File: config.mk
export PLATFORM = sky130hd
export DESIGN_NAME = helix_fit_residual_chisq
export DESIGN_NICKNAME = d
export VERILOG_FILES = /design/src/hdl/hfrc_pkg.sv /design/src/hdl/hfrc_ctrl.sv /design/src/hdl/hfrc_dp.sv /design/src/hdl/helix_fit_residual_chisq.sv
export SDC_FILE = /design/constraint.sdc
export NUM_CORES = 2
export LEC_CHECK = 0
export BUFFER_PORTS_ARGS = -buffer_cell sky130_fd_sc_hd__clkbuf_2
export CAP_MARGIN = 20
export CORE_MARGIN = 1
export CORE_UTILIZATION = 58
export DETAILED_ROUTE_END_ITERATION = 10
export GPL_ROUTABILITY_DRIVEN = 0
export PLACE_DENSITY = 0.78
export SLEW_MARGIN = 20
export SYNTH_ARGS = -nofsm -noshare
export SYNTH_HDL_FRONTEND = slang
export SYNTH_HIERARCHICAL = 1
export SYNTH_SLANG_ARGS = --single-unit
File: constraint.sdc
create_clock -name clk -period 9.6 [get_ports clk]
set_clock_uncertainty 0.05 [all_clocks]
set_input_delay 0.96 -clock clk [delete_from_list [all_inputs] [get_ports clk]]
set_output_delay 0.96 -clock clk [all_outputs]
set_load 0.05 [all_outputs]
File: src/hdl/hfrc_pkg.sv
// Shared constants, command codes and controller-to-datapath command type for the helix fit.
package hfrc_pkg;

    // Default number of hit slots per track
    localparam int DEF_MAX_HITS = 16;

    // Fixed-point shifts of the helix terms
    localparam int CURV_SHIFT   = 16;
    localparam int TAN_SHIFT    = 16;
    localparam int IMPACT_SHIFT = 8;

    // Residual range, common to phi and z
    localparam int RES_MAX = 131071;
    localparam int RES_MIN = -131072;

    // Field and product widths
    localparam int PAR_W   = 18;
    localparam int RAD_W   = 16;
    localparam int ZPOS_W  = 16;
    localparam int MUL_W   = 2 * PAR_W;
    localparam int CHISQ_W = 40;
    localparam int IDX_W   = 4;

    // Divider: magnitude of the impact term scaled up, two quotient bits per cycle
    localparam int DIV_BITS  = PAR_W + IMPACT_SHIFT;
    localparam int DIV_STEPS = DIV_BITS / 2;

    // Configuration register indexes
    localparam logic [2:0] CFG_CURVATURE   = 3'd0;
    localparam logic [2:0] CFG_PHI_OFFSET  = 3'd1;
    localparam logic [2:0] CFG_IMPACT_TERM = 3'd2;
    localparam logic [2:0] CFG_Z_OFFSET    = 3'd3;
    localparam logic [2:0] CFG_TAN_LAMBDA  = 3'd4;

    // Shared multiplier operand selection
    localparam logic [1:0] MUL_R_CURV = 2'd0;
    localparam logic [1:0] MUL_R_TAN  = 2'd1;
    localparam logic [1:0] MUL_PHI_SQ = 2'd2;
    localparam logic [1:0] MUL_Z_SQ   = 2'd3;

    // Commands from the controller to the datapath
    typedef struct packed {
        logic       load;      // capture hit, start divider
        logic       mul_en;    // register a product
        logic [1:0] mul_sel;   // operand pair for the multiplier
        logic       cterm_en;  // keep the curvature term
        logic       div_step;  // advance the divider
        logic       res_en;    // register both residuals
        logic       sqp_en;    // keep the phi square
        logic       acc_en;    // update track totals and load the result
    } cmd_t;

endpackage

File: src/hdl/hfrc_ctrl.sv
// Sequencing state machine for the helix residual and chi-square unit.
module hfrc_ctrl (
    input  logic              clk,
    input  logic              rst_n,
    input  logic              in_valid,
    output logic              in_stall,
    output logic              out_valid,
    input  logic              out_stall,
    output hfrc_pkg::cmd_t    cmd
);
    import hfrc_pkg::*;

    localparam int CNT_W = $clog2(DIV_STEPS);

    localparam logic [2:0] S_IDLE  = 3'd0;
    localparam logic [2:0] S_MULC  = 3'd1;
    localparam logic [2:0] S_MULT  = 3'd2;
    localparam logic [2:0] S_DIV   = 3'd3;
    localparam logic [2:0] S_RES   = 3'd4;
    localparam logic [2:0] S_SQP   = 3'd5;
    localparam logic [2:0] S_SQZ   = 3'd6;
    localparam logic [2:0] S_ACC   = 3'd7;

    logic [2:0]       state_reg, state_next;
    logic [CNT_W-1:0] cnt_reg, cnt_next;
    logic             out_valid_reg, out_valid_next;
    logic             out_free;

    assign out_free  = !out_valid_reg || !out_stall;
    assign out_valid = out_valid_reg;

    // Step through the work of one hit
    always_comb
    begin
        state_next = state_reg;
        cnt_next   = cnt_reg;
        cmd        = '0;
        in_stall   = 1'b1;
        case (state_reg)
            S_IDLE:
            begin
                in_stall = 1'b0;
                if (in_valid)
                begin
                    cmd.load   = 1'b1;
                    state_next = S_MULC;
                end
            end
            S_MULC:
            begin
                cmd.mul_en  = 1'b1;
                cmd.mul_sel = MUL_R_CURV;
                state_next  = S_MULT;
            end
            S_MULT:
            begin
                cmd.mul_en   = 1'b1;
                cmd.mul_sel  = MUL_R_TAN;
                cmd.cterm_en = 1'b1;
                cnt_next     = '0;
                state_next   = S_DIV;
            end
            S_DIV:
            begin
                cmd.div_step = 1'b1;
                if (cnt_reg == CNT_W'(DIV_STEPS - 1))
                begin
                    state_next = S_RES;
                end
                else
                begin
                    cnt_next = cnt_reg + 1'b1;
                end
            end
            S_RES:
            begin
                cmd.res_en = 1'b1;
                state_next = S_SQP;
            end
            S_SQP:
            begin
                cmd.mul_en  = 1'b1;
                cmd.mul_sel = MUL_PHI_SQ;
                state_next  = S_SQZ;
            end
            S_SQZ:
            begin
                cmd.mul_en  = 1'b1;
                cmd.mul_sel = MUL_Z_SQ;
                cmd.sqp_en  = 1'b1;
                state_next  = S_ACC;
            end
            S_ACC:
            begin
                // hold until the output register is free
                if (out_free)
                begin
                    cmd.acc_en = 1'b1;
                    state_next = S_IDLE;
                end
            end
            default:
            begin
                state_next = S_IDLE;
            end
        endcase
    end

    // Output valid: set when the result register is loaded, drop after the transfer
    always_comb
    begin
        out_valid_next = out_valid_reg;
        if (cmd.acc_en)
        begin
            out_valid_next = 1'b1;
        end
        else if (!out_stall)
        begin
            out_valid_next = 1'b0;
        end
    end

    always_ff @(posedge clk or negedge rst_n)
    begin
        if (!rst_n)
        begin
            state_reg     <= S_IDLE;
            cnt_reg       <= '0;
            out_valid_reg <= 1'b0;
        end
        else
        begin
            state_reg     <= state_next;
            cnt_reg       <= cnt_next;
            out_valid_reg <= out_valid_next;
        end
    end

endmodule

File: src/hdl/hfrc_dp.sv
// Datapath: track registers, shared multiplier, radix-4 divider and track totals.
module hfrc_dp #(
    parameter int MAX_HITS = hfrc_pkg::DEF_MAX_HITS
) (
    input  logic                 clk,
    input  logic                 rst_n,
    input  hfrc_pkg::cmd_t       cmd,
    input  logic                 cfg_we,
    input  logic [2:0]           cfg_index,
    input  logic [17:0]          cfg_data,
    input  logic [15:0]          hit_radius,
    input  logic signed [15:0]   hit_z,
    input  logic signed [17:0]   hit_phi,
    input  logic                 last_hit,
    output logic signed [17:0]   phi_residual,
    output logic signed [17:0]   z_residual,
    output logic [39:0]          chi_square,
    output logic [17:0]          largest_residual,
    output logic [3:0]           largest_hit_index,
    output logic                 track_done
);
    import hfrc_pkg::*;

    localparam int HC_W  = $clog2(MAX_HITS);
    localparam int SUM_W = CHISQ_W + 1;
    localparam int PD_W  = 30;
    localparam int ZD_W  = 22;
    localparam int CT_W  = MUL_W - CURV_SHIFT;
    localparam int TT_W  = MUL_W - TAN_SHIFT;

    localparam logic signed [PD_W-1:0]  PHI_HI = PD_W'(RES_MAX);
    localparam logic signed [PD_W-1:0]  PHI_LO = PD_W'(RES_MIN);
    localparam logic signed [ZD_W-1:0]  Z_HI   = ZD_W'(RES_MAX);
    localparam logic signed [ZD_W-1:0]  Z_LO   = ZD_W'(RES_MIN);
    localparam logic signed [PAR_W-1:0] RES_HI = PAR_W'(RES_MAX);
    localparam logic signed [PAR_W-1:0] RES_LO = PAR_W'(RES_MIN);

    // Track parameter registers
    logic signed [PAR_W-1:0]  curv_reg, phi0_reg, d1_reg, tl_reg;
    logic signed [ZPOS_W-1:0] z0_reg;

    // Hit being worked on
    logic [RAD_W-1:0]         r_reg;
    logic signed [ZPOS_W-1:0] z_reg;
    logic signed [PAR_W-1:0]  phi_reg;
    logic                     last_reg;

    // Working registers
    logic signed [MUL_W-1:0]  prod_reg;
    logic signed [CT_W-1:0]   cterm_reg;
    logic [DIV_BITS-1:0]      q_reg;
    logic [RAD_W-1:0]         rem_reg;
    logic signed [PAR_W-1:0]  rphi_reg, rz_reg;
    logic [MUL_W-1:0]         sqp_reg;

    // Track totals
    logic [CHISQ_W-1:0]       chisq_reg;
    logic [PAR_W-1:0]         max_reg;
    logic [HC_W-1:0]          idx_reg;
    logic [HC_W-1:0]          hc_reg;
    logic                     any_reg;

    // Result register
    logic signed [PAR_W-1:0]  phi_res_reg, z_res_reg;
    logic [CHISQ_W-1:0]       chi_reg;
    logic [PAR_W-1:0]         big_reg;
    logic [IDX_W-1:0]         big_idx_reg;
    logic                     done_reg;

    logic [PAR_W-1:0]         d1_mag;
    logic signed [PAR_W-1:0]  mul_a, mul_b;
    logic [RAD_W:0]           rem_a, rem_a2, rem_b, rem_b2, dvs;
    logic                     qa, qb;
    logic signed [DIV_BITS:0] quot_s;
    logic signed [TT_W-1:0]   tterm;
    logic signed [PD_W-1:0]   pred, pdiff;
    logic signed [ZD_W-1:0]   zdiff;
    logic signed [PAR_W-1:0]  rphi_next, rz_next;
    logic [PAR_W-1:0]         abs_p, abs_z, m1, m2;
    logic [HC_W-1:0]          i1, i2;
    logic [HC_W+IDX_W-1:0]    i2_ext;
    logic                     take_p, take_z;
    logic [SUM_W-1:0]         sum;
    logic [CHISQ_W-1:0]       chisq_new;

    // Configuration writes; unknown indexes drop
    always_ff @(posedge clk or negedge rst_n)
    begin
        if (!rst_n)
        begin
            curv_reg <= '0;
            phi0_reg <= '0;
            d1_reg   <= '0;
            z0_reg   <= '0;
            tl_reg   <= '0;
        end
        else if (cfg_we)
        begin
            case (cfg_index)
                CFG_CURVATURE:   curv_reg <= cfg_data;
                CFG_PHI_OFFSET:  phi0_reg <= cfg_data;
                CFG_IMPACT_TERM: d1_reg   <= cfg_data;
                CFG_Z_OFFSET:    z0_reg   <= cfg_data[ZPOS_W-1:0];
                CFG_TAN_LAMBDA:  tl_reg   <= cfg_data;
                default:         ;
            endcase
        end
    end

    assign d1_mag = d1_reg[PAR_W-1] ? PAR_W'(-d1_reg) : d1_reg;

    // Shared multiplier operands
    always_comb
    begin
        case (cmd.mul_sel)
            MUL_R_CURV:
            begin
                mul_a = $signed({2'b00, r_reg});
                mul_b = curv_reg;
            end
            MUL_R_TAN:
            begin
                mul_a = $signed({2'b00, r_reg});
                mul_b = tl_reg;
            end
            MUL_PHI_SQ:
            begin
                mul_a = rphi_reg;
                mul_b = rphi_reg;
            end
            MUL_Z_SQ:
            begin
                mul_a = rz_reg;
                mul_b = rz_reg;
            end
            default:
            begin
                mul_a = '0;
                mul_b = '0;
            end
        endcase
    end

    // Two restoring division steps per cycle
    always_comb
    begin
        dvs    = {1'b0, r_reg};
        rem_a  = {rem_reg, q_reg[DIV_BITS-1]};
        qa     = (rem_a >= dvs);
        rem_a2 = qa ? (rem_a - dvs) : rem_a;
        rem_b  = {rem_a2[RAD_W-1:0], q_reg[DIV_BITS-2]};
        qb     = (rem_b >= dvs);
        rem_b2 = qb ? (rem_b - dvs) : rem_b;
    end

    // Residuals with saturation; zero radius forces the phi residual to a rail
    always_comb
    begin
        quot_s = d1_reg[PAR_W-1] ? -$signed({1'b0, q_reg}) : $signed({1'b0, q_reg});
        tterm  = prod_reg[MUL_W-1:TAN_SHIFT];
        pred   = PD_W'(phi0_reg) + PD_W'(cterm_reg) + PD_W'(quot_s);
        pdiff  = PD_W'(phi_reg) - pred;
        zdiff  = ZD_W'(z_reg) - ZD_W'(z0_reg) - ZD_W'(tterm);

        if (r_reg == '0)
        begin
            rphi_next = d1_reg[PAR_W-1] ? RES_HI : RES_LO;
        end
        else if (pdiff > PHI_HI)
        begin
            rphi_next = RES_HI;
        end
        else if (pdiff < PHI_LO)
        begin
            rphi_next = RES_LO;
        end
        else
        begin
            rphi_next = pdiff[PAR_W-1:0];
        end

        if (zdiff > Z_HI)
        begin
            rz_next = RES_HI;
        end
        else if (zdiff < Z_LO)
        begin
            rz_next = RES_LO;
        end
        else
        begin
            rz_next = zdiff[PAR_W-1:0];
        end
    end

    // Largest residual, phi first; strictly larger takes over
    always_comb
    begin
        abs_p  = rphi_reg[PAR_W-1] ? PAR_W'(-rphi_reg) : rphi_reg;
        abs_z  = rz_reg[PAR_W-1] ? PAR_W'(-rz_reg) : rz_reg;
        take_p = !any_reg || (abs_p > max_reg);
        m1     = take_p ? abs_p : max_reg;
        i1     = take_p ? hc_reg : idx_reg;
        take_z = (abs_z > m1);
        m2     = take_z ? abs_z : m1;
        i2     = take_z ? hc_reg : i1;
        i2_ext = {{IDX_W{1'b0}}, i2};
    end

    // Saturating chi-square sum; the z square still sits in the product register
    always_comb
    begin
        sum       = {1'b0, chisq_reg} + SUM_W'(sqp_reg) + SUM_W'($unsigned(prod_reg));
        chisq_new = sum[CHISQ_W] ? {CHISQ_W{1'b1}} : sum[CHISQ_W-1:0];
    end

    // Working registers
    always_ff @(posedge clk)
    begin
        if (cmd.load)
        begin
            r_reg    <= hit_radius;
            z_reg    <= hit_z;
            phi_reg  <= hit_phi;
            last_reg <= last_hit;
            q_reg    <= {d1_mag, {IMPACT_SHIFT{1'b0}}};
            rem_reg  <= '0;
        end
        else if (cmd.div_step)
        begin
            q_reg   <= {q_reg[DIV_BITS-3:0], qa, qb};
            rem_reg <= rem_b2[RAD_W-1:0];
        end
        if (cmd.mul_en)
        begin
            prod_reg <= mul_a * mul_b;
        end
        if (cmd.cterm_en)
        begin
            cterm_reg <= prod_reg[MUL_W-1:CURV_SHIFT];
        end
        if (cmd.res_en)
        begin
            rphi_reg <= rphi_next;
            rz_reg   <= rz_next;
        end
        if (cmd.sqp_en)
        begin
            sqp_reg <= $unsigned(prod_reg);
        end
    end

    // Result register
    always_ff @(posedge clk)
    begin
        if (cmd.acc_en)
        begin
            phi_res_reg <= rphi_reg;
            z_res_reg   <= rz_reg;
            chi_reg     <= chisq_new;
            big_reg     <= m2;
            big_idx_reg <= i2_ext[IDX_W-1:0];
            done_reg    <= last_reg;
        end
    end

    // Track totals; clear after the last hit
    always_ff @(posedge clk or negedge rst_n)
    begin
        if (!rst_n)
        begin
            chisq_reg <= '0;
            max_reg   <= '0;
            idx_reg   <= '0;
            hc_reg    <= '0;
            any_reg   <= 1'b0;
        end
        else if (cmd.acc_en)
        begin
            if (last_reg)
            begin
                chisq_reg <= '0;
                max_reg   <= '0;
                idx_reg   <= '0;
                hc_reg    <= '0;
                any_reg   <= 1'b0;
            end
            else
            begin
                chisq_reg <= chisq_new;
                max_reg   <= m2;
                idx_reg   <= i2;
                any_reg   <= 1'b1;
                if (hc_reg < HC_W'(MAX_HITS - 1))
                begin
                    hc_reg <= hc_reg + 1'b1;
                end
            end
        end
    end

    assign phi_residual      = phi_res_reg;
    assign z_residual        = z_res_reg;
    assign chi_square        = chi_reg;
    assign largest_residual  = big_reg;
    assign largest_hit_index = big_idx_reg;
    assign track_done        = done_reg;

endmodule

File: src/hdl/helix_fit_residual_chisq.sv
// Helix fit residuals: phi and z residuals per hit, running chi-square and largest residual.
// Per hit: capture, the two helix products, the divider, the residuals, the two squares, the totals.
// The divider for the impact term (two quotient bits a cycle) and the one shared
// 18x18 multiplier, used four times per hit, work in turn; one hit is in flight.
// A new hit is taken while the previous result still waits on out_stall.
// Reset (rst_n low, asynchronous) clears the track registers, totals and valid flags.
module helix_fit_residual_chisq #(
    parameter int MAX_HITS = hfrc_pkg::DEF_MAX_HITS
) (
    input  logic                clk,
    input  logic                rst_n,
    input  logic                in_valid,
    output logic                in_stall,
    input  logic [15:0]         hit_radius,
    input  logic signed [15:0]  hit_z,
    input  logic signed [17:0]  hit_phi,
    input  logic                last_hit,
    output logic                out_valid,
    input  logic                out_stall,
    output logic signed [17:0]  phi_residual,
    output logic signed [17:0]  z_residual,
    output logic [39:0]         chi_square,
    output logic [17:0]         largest_residual,
    output logic [3:0]          largest_hit_index,
    output logic                track_done,
    input  logic                cfg_valid,
    output logic                cfg_ready,
    input  logic [2:0]          cfg_index,
    input  logic [17:0]         cfg_data
);
    import hfrc_pkg::*;

    cmd_t cmd;

    // Registers are always writable
    assign cfg_ready = 1'b1;

    hfrc_ctrl u_ctrl (
        .clk       (clk),
        .rst_n     (rst_n),
        .in_valid  (in_valid),
        .in_stall  (in_stall),
        .out_valid (out_valid),
        .out_stall (out_stall),
        .cmd       (cmd)
    );

    hfrc_dp #(
        .MAX_HITS (MAX_HITS)
    ) u_dp (
        .clk               (clk),
        .rst_n             (rst_n),
        .cmd               (cmd),
        .cfg_we            (cfg_valid && cfg_ready),
        .cfg_index         (cfg_index),
        .cfg_data          (cfg_data),
        .hit_radius        (hit_radius),
        .hit_z             (hit_z),
        .hit_phi           (hit_phi),
        .last_hit          (last_hit),
        .phi_residual      (phi_residual),
        .z_residual        (z_residual),
        .chi_square        (chi_square),
        .largest_residual  (largest_residual),
        .largest_hit_index (largest_hit_index),
        .track_done        (track_done)
    );

    // One hit in flight: stall straight after an input transfer
    a_busy_after_take: assert property (@(posedge clk) disable iff (!rst_n)
        (in_valid && !in_stall) |=> in_stall)
        else $error("input taken while a hit is in flight");

    // Never overwrite a result that is still stalled
    a_no_overwrite: assert property (@(posedge clk) disable iff (!rst_n)
        cmd.acc_en |-> (!out_valid || !out_stall))
        else $error("result register loaded while stalled");

    // Datapath phases never overlap
    a_phase_excl: assert property (@(posedge clk) disable iff (!rst_n)
        $onehot0({cmd.load, cmd.mul_en, cmd.div_step, cmd.res_en, cmd.acc_en}))
        else $error("overlapping datapath commands");

endmodule
==> impl_metrics.toml <==
[global_route]
grt_first_pass_wirelength_mm = 167
grt_pass1_vias = 29600
grt_usage = 0.306
grt_max_degree = 90
grt_antenna_before_repair = 6
globalRouteOverflowTotal = 0

[worst_setup_path]
crit_path_end_kind = "flip-flop"
crit_fanout = 24
cp-start-kind = "flip-flop"
cp_slowest_stage_delay_ns = 0.58
crit_top_cell = "fa_1"
critPathRequiredTime_ns = 9.91
critPathKind = "reg -> reg"
worstPathArrival_ns = 9.06
r2r_slack_ns = 0.86
cpMaxStageDelayCell = "dfrtp_1"

[synthesis]
yosys_warnings = 6
ys.flop_type = "edfxtp_1"
synthCells = 3878
async_flop_share = 0.337
syn_nets = 4653
ys_types = 109
synth-seq-area-share = 0.328
synth-seq-cells = 483
synth-edff-count = 296
netlist_area_sq_um = 41000
synth_area_per_cell_sq_um = 10.6

[floorplanning]
die_w_um = 268
ioPinCount = 179
die_area_sq_um = 71700
core_area_sq_um = 69900
start_util = 0.586
row_count = 97
dieHeight_um = 268

[detailed_routing]
m1WireLength_mm = 42.8
drc = 0
route.met3.wl_mm = 9.69
top_layer = "met5"
drt-initial-drc-count = 2742
ant_nets = 0
routed_wl_mm = 108
wl_per_cell_um = 21.5
viasPerCell = 5.93
met2WireLength_mm = 50.2
drtPass1Iterations = 8
vias = 29800

[timing]
totalNegativeSetupSlack_ns = 0
finalSetupViolCount = 0
slew_violations = 0
rsz0062_at_grt = "no"
max_slew.worst_pin.slew_ns = 1.15
post-route-period-util = 0.911
finalHoldViolations = 0
period_minus_slack_ns = 8.74
slew_headroom = 0.226
max_freq_mhz = 114

[clock_tree]
cts.clk_slew.worst_paths_ns = 0.06
clkLatencyLatePin_ns = 0.62
cts_hold_buf = 0
cts_root_buf = "clkbuf_16"
cts.sinks = 483
clock_path_buffers = 3
h-tree-depth = 2
cts_tree = "built"
cts_resized = 0
cts_buffers = 51
post_cts_buffers = 0

[placed_design]
dp_hpwl_mm = 84.1
dpl-instance-area_sq_um = 43000
io_buffers = 177

[final_layout]
post-route-cell-area_sq_um = 44700
drive_above_1_share = 0.136
syn_to_final_growth_pct = 9.12
nets = 4810

[min_path]
hp-class = "in -> async"

[outcome]
status = "complete, no violations"

[run]
max-cap-violations = 0
-- cells by family after synthesis --
kind of cell,count (synthesis),synth area share
AOI/OAI and AO/OA,679,0.114
xor gates and xnor gates,199,0.0427
adders and majority gates,698,0.294
buffers and inverters,736,0.0696
DFF,483,0.328
muxes,171,0.0452
other,1,0.0000915
and+or+nand+nor,911,0.105
-- area by class of cell --
class                   count  area, sq um
flip-flops and latches    483        13400
multi-input cells        2659        24700
diodes                      4         10.0
fillers                  5483        25200
inverters                 613         2300
clock inverters            28          293
well taps                 940         1180
repair buffers            227         1300
clock buffers              68         1430
-- placed cells by master (no fill, tap or decap), types with 18 or more instances in the layout --
master     instances
nor2_1           313
ha_1             255
clkbuf_16         54
nand2b_1          41
a31o_2            19
nand2_1          253
nor3_1            37
a22o_1            56
o31ai_1           44
dfxtp_1           24
o21a_1            45
a21o_1            69
edfxtp_1         296
nand4_1           21
xnor2_1          146
mux2i_1           60
nand3_1           50
o21ai_0          134
nor2b_1           21
fa_1             443
a211oi_1          18
or2_2             32
inv_1            612
a21oi_1          132
xor2_1            51
dfrtp_1          163
mux2_2           111
clkbuf_2         176
buf_4             47
or3_1             23
o21ai_1           27
-- cell usage after synthesis (6+ instances only) --
library cell	count	area [sq um]
nand2b_1	41	257
o211ai_1	13	97.6
or4_1	10	75.1
xnor2_1	146	1280
dfrtp_1	163	4080
a21o_1	69	518
nor4_1	17	106
o41ai_1	9	78.8
dfxtp_1	24	480
nor2b_1	21	131
o21ai_0	136	681
fa_1	443	8870
mux2_2	111	1250
a22o_1	56	490
and2_1	16	100
ha_1	255	3190
and3_1	14	87.6
a21oi_1	132	661
or3_1	23	144
clkbuf_1	99	372
inv_1	612	2300
a211oi_1	18	135
a221o_1	7	70.1
nand4_1	21	131
a31oi_1	14	87.6
nor3_1	38	190
o21ai_2	7	61.3
nand2_2	13	81.3
a31o_2	19	166
xor2_1	52	455
nor2_1	315	1180
nand3_1	50	250
or2_2	32	200
o21bai_1	8	60.1
edfxtp_1	296	8890
mux2i_1	60	601
o31ai_1	45	338
nand2_1	253	950
o21a_1	45	338
o21ai_1	25	125
a21oi_2	7	61.3
or2_4	8	70.1
buf_2	6	30.0
buf_6	8	90.1
-- worst max-delay path: cells and delay by family, from the launching register on --
family          cells  cell delay (ns)
compound gates      9             2.41
xor+xnor            1             0.07
buf+inv             4             0.40
flops               1             0.58
simple gates        5             1.51
fa+ha+maj           7             3.47
-- per-layer routing --
| metal | GRT usage | vias to the layer above |
|---|---|---|
| met1 | 0.418 | 14700 |
| met3 | 0.0482 | 332 |
| li1 | - | 13300 |
| met5 | 0 | - |
| met4 | 0.140 | 6 |
| met2 | 0.485 | 1391 |
-- path summary, 6_finish.rpt --
check,cells after the start,end,start
setup / recovery,26,u_dp/prod_reg[33]$_DFFE_PP_,u_ctrl/state_reg[1]$_DFFE_PN0P_
hold / removal,1,u_dp/chisq_reg[9]$_DFFE_PN0P_,rst_n
setup reg to reg,26,u_dp/prod_reg[33]$_DFFE_PP_,u_ctrl/state_reg[1]$_DFFE_PN0P_
hold reg to reg,2,u_dp/rem_reg[14]$_SDFFE_PP0P_,u_dp/rem_reg[14]$_SDFFE_PP0P_
max in group asynchronous,2,u_dp/curv_reg[1]$_DFFE_PN0P_,rst_n
min in group clk,2,u_dp/rem_reg[14]$_SDFFE_PP0P_,u_dp/rem_reg[14]$_SDFFE_PP0P_
-- stage by stage --
| step | std cells | hold WS (ns) | utilization | worst slack, ns |
|---|---|---|---|---|
| 2_1_floorplan | 3878 | 0.374 | - | 0.125 |
| 3_3_place_gp | 4922 | 0.431 | 0.615 | 1.21 |
| 3_5_place_dp | 4922 | 0.439 | 0.615 | 1.03 |
| 4_1_cts | 5018 | 0.415 | 0.639 | 1.02 |
| 5_1_grt | 5019 | 0.442 | 0.639 | 0.448 |
| 6_report | 5022 | 0.399 | 0.639 | 0.858 |
Power is left out: the tool's default activity adds up to more than one toggle a clock period on the data nets, which glitch-free logic cannot reach.
